## src/design/spsg_ram.sv

```systemverilog
// Generic simple dual-port RAM with registered read.
`default_nettype none

module spsg_ram #(
  parameter int unsigned WIDTH = 64,
  parameter int unsigned DEPTH = 64
) (
  input  logic                     clk_i,
  input  logic                     we_i,
  input  logic [$clog2(DEPTH)-1:0] waddr_i,
  input  logic [WIDTH-1:0]         wdata_i,
  input  logic                     re_i,
  input  logic [$clog2(DEPTH)-1:0] raddr_i,
  output logic [WIDTH-1:0]         rdata_o
);

  logic [WIDTH-1:0] mem_q [DEPTH];
  logic [WIDTH-1:0] rdata_q;

  always_ff @(posedge clk_i) begin
    if (we_i) begin
      mem_q[waddr_i] <= wdata_i;
    end
    if (re_i) begin
      rdata_q <= mem_q[raddr_i];
    end
  end

  assign rdata_o = rdata_q;

endmodule

`default_nettype wire

```

## config.mk

```make
export PLATFORM = sky130hd
export DESIGN_NAME = spsg_ram
export DESIGN_NICKNAME = d
export VERILOG_FILES = /design/src/design/spsg_ram.sv
export SDC_FILE = /design/constraint.sdc
export NUM_CORES = 2
export LEC_CHECK = 0
export ABC_CLOCK_PERIOD_IN_PS = 6700
export CAP_MARGIN = 20
export CORE_UTILIZATION = 41
export CTS_CLUSTER_DIAMETER = 80
export DETAILED_ROUTE_END_ITERATION = 10
export DONT_BUFFER_PORTS = 1
export HOLD_SLACK_MARGIN = 0.15
export PLACE_DENSITY = 0.58
export SYNTH_ARGS = -nofsm -noshare
export SYNTH_HDL_FRONTEND = slang
export SYNTH_SLANG_ARGS = --single-unit
export TNS_END_PERCENT = 30
```

## constraint.sdc

```tcl
create_clock -name clk_i -period 6.7 [get_ports clk_i]
set_input_delay 1.675 -clock clk_i [delete_from_list [all_inputs] [get_ports clk_i]]
set_output_delay 1.675 -clock clk_i [all_outputs]
set_load 0.05 [all_outputs]
```

==> flow_summary_export.csv <==
group,metric,value,unit
run_status,outcome,"complete, but fails checks",
run_status,violations,"slew limit",
critical_path,max_stage_delay,0.64,ns
clocking,cts_buffers,417,
power,cellInternalPower,42300,uW
critical_path,ff2ff_path_depth,4,
placed_design,post-place-ws,1.65,ns
global_routing,grt_remaining_overflow,0,
die,die_h,621,um
placed_design,post-place-cells,11500,
sta,skew,0.0300,ns
global_routing,grt_pass1_wl,607000,um
critical_path,r2r_setup_slack,4.19,ns
detailed_routing,viasPerCell,6.10,
detailed_routing,drtIter0Drc,10700,
logic_synthesis,synth-edff-count,4160,
sta,finalCriticalPeriod,5.02,ns
logic_synthesis,synth_cells,6598,
clocking,cts_root_buf,"clkbuf_16",
detailed_routing,drc,0,
detailed_routing,met2_wirelength,211000,um
logic_synthesis,synth.distinct_cells,32,
final_layout,final_util,0.467,
clocking,clockBufferDepth,4,
critical_path,cpMaxStageDelayCell,"buf_16",
die,dieArea,385000,um2
die,die_x,621,um
sta,setup_tns,0,ns
critical_path,timing.rr.end,"rdata_o[43]",
power,p_comb_frac,0.035,
critical_path,cp_cell_sequence,"buf_16 > buf_16 > buf_16 > mux4_2 > or3_1 > a41oi_1 > a211oi_1",
sta,fmax,0.199,GHz
sta,finalHoldViolations,0,
die,ios,143,
sta,setup_slack,1.68,ns
global_routing,grt_max_degree,875,
detailed_routing,first_pass_iters,5,
critical_path,worstSetupStartpointType,"primary input",
logic_synthesis,synth_ff_type,"edfxtp_1",
hold_path,timing.hold.worst.class,"primary input to flop",
critical_path,cp_max_fo,167,
placed_design,numPortBuffers,0,
final_layout,drive_gt1_frac,0.267,
power,power.density,301,nW/um2
clocking,cts.reportedPaths.clkPinSlew,0.06,ns
run,drv_cap,0,
sta,worstMarginPinSlew,2.44,ns
clocking,clkSinkCount,4160,
critical_path,crit_required,7.34,ns
detailed_routing,met1_length,178000,um
global_routing,grt_antenna_before_repair,21,
hold_path,whs_path_depth,0,
logic_synthesis,synth_seq_cells,4160,
logic_synthesis,syn_area_per_cell,23.8,um2
clocking,htree_levels,5,
clocking,post_cts_resized,0,
detailed_routing,vias,74600,
hold_path,min_from,"wdata_i[55]",
sta,grt_setup_unrepaired,"no",
critical_path,path_class,"primary input to flop",
sta,fin_crit_sh,0.749,
critical_path,endpoint_kind,"flop",
power,power_switching,11100,uW
global_routing,track_usage,0.226,
detailed_routing,ant_nets,0,
logic_synthesis,async_flop_share,0,
critical_path,cp-startpoint,"raddr_i[1]",
detailed_routing,route.met3.wl,38600,um
clocking,tritoncts,"built",
power,leakage,0.0544,uW
power,ir_worst_vdd,0.240,mV
power,p_clk_frac,0.419,
critical_path,critPathArrivalTime,5.65,ns
final_layout,fin_nets,6958,
sta,maxSlewHeadroom,-0.624,
die,start_util,0.413,
detailed_routing,post_drt_wl_per_cell,35.8,um
placed_design,dpl.hpwl,232000,um
logic_synthesis,syn_area,157000,um2
hold_path,min_to,"mem_q[25][55]",
final_layout,areaGrowthSynthToFinish,13.0,%
logic_synthesis,synth-seq-area-share,0.796,
clocking,postCtsHoldBufs,0,
critical_path,cp_common_cell,"buf_16",
critical_path,reg2reg_from,"mem_q[38][43]",
global_routing,grt_pass1_vias,75900,
logic_synthesis,yosys_warnings,0,
detailed_routing,wirelength,438000,um
logic_synthesis,syn-num-nets,6677,
power,p_seq_frac,0.546,
sta,setup_violations,0,
placed_design,gp_congestion,0.774,
power,p_sw_frac,0.208,
clocking,clock_latency,0.97,ns
clocking,postCtsSetupRepairBufs,0,
sta,final_max_slew_viol_count,275,
die,num_rows,226,
die,core,380000,um2
final_layout,finalNonFillerCells,12200,
detailed_routing,top_layer_used,"met4",
sta,whs,0.797,ns
==> metrics by stage <==
stage	cell area, um2	total power [uW]
3_3_place_gp	164000	31400
4_1_cts	177000	53600
5_1_grt	177000	54700
3_5_place_dp	164000	31500
6_report	177000	53400
2_1_floorplan	157000	31000
==> registers in the layout, summed over array words and instances (netlist names) <==
register / count
mem_q: 4096
rdata_o: 64
==> cell type report <==
| type | count | area, um2 |
|---|---|---|
| diodes | 3 | 7.51 |
| repair buffers | 232 | 2470 |
| flip-flops and latches | 4160 | 125000 |
| clock inverters | 237 | 2010 |
| multi-input cells | 2049 | 30800 |
| clock buffers | 508 | 10900 |
| fillers | 30900 | 203000 |
| inverters | 19 | 71.3 |
| well taps | 5016 | 6280 |
==> kinds of logic (layout without fill, tap and decap cells) <==
kind of cell | count (synthesis) | count (layout) | share of synthesized area
DFF | 4160 | 4160 | 0.796
and+or+nand+nor | 386 | 386 | 0.0123
other | 0 | 3 | 0
buffers and inverters | 389 | 996 | 0.0118
muxes | 1159 | 1159 | 0.156
AOI/OAI and AO/OA | 504 | 504 | 0.0247
==> worst max path at each step <==
stage                   endpoint  slack (ns)  cells after the start
finish               rdata_o[27]        1.68                      7
global route         rdata_o[27]        1.55                      7
CTS                   rdata_o[8]        2.70                      7
detailed placement    rdata_o[8]        1.65                      7
global placement      rdata_o[8]        1.68                      7
floorplan           mem_q[49][0]       -0.40                      4
==> cells in the final DEF (no fill, tap or decap), types with 13 or more instances in the layout <==
cell type	n
inv_1	19
clkbuf_16	421
a41oi_1	26
nor2b_1	24
or3_1	29
clkinv_1	101
inv_6	13
a2bb2oi_1	19
nor2_1	47
nand3_1	45
clkinvlp_4	16
mux2i_1	135
a211oi_1	63
a22oi_1	168
bufinv_16	27
buf_12	49
a31oi_1	18
mux4_2	1024
or2_2	28
o22ai_1	83
a22o_1	88
nand2_1	55
o221ai_1	38
buf_4	177
edfxtp_1	4160
clkbuf_1	87
nor2_4	65
clkinv_2	66
and3_1	64
==> routing by layer <==
metal,track usage,vias up
met4,0.0499,0
met2,0.366,3522
li1,-,29100
met3,0.0436,524
met1,0.320,41400
met5,0,-
==> worst max-delay path: cells and delay by family <==
kind / cells / cell delay [ns]
muxes: 1 / 0.58
buffers and inverters: 3 / 1.85
and+or+nand+nor: 1 / 0.35
AOI/OAI and AO/OA: 2 / 0.63
==> synthesized netlist by cell type, types with 6 or more instances <==
master	n	area, um2
clkbuf_1	140	526
buf_2	170	851
a211oi_1	63	473
or3_1	29	181
a22oi_1	168	1260
nor2b_1	28	175
a22o_1	88	771
and3_1	64	400
nand3_1	45	225
or2_2	28	175
buf_4	34	255
o221ai_1	38	333
mux2i_1	135	1350
nand2_1	58	218
buf_1	20	75.1
mux4_2	1024	23100
nand2b_1	11	68.8
edfxtp_1	4160	125000
inv_1	19	71.3
a2bb2oi_1	19	166
buf_6	6	67.6
o22ai_1	83	519
a41oi_1	26	228
a31oi_1	18	113
nor2_1	112	420
==> power by group through the flow <==
stage               clock (uW)  combinational [uW]  sequential (uW)
finish                   22300                1880            29100
global route             23600                1970            29100
CTS                      22700                1770            29100
detailed placement           0                1770            29700
global placement             0                1750            29700
floorplan                    0                1340            29600
(Power assumes the default switching activity.)
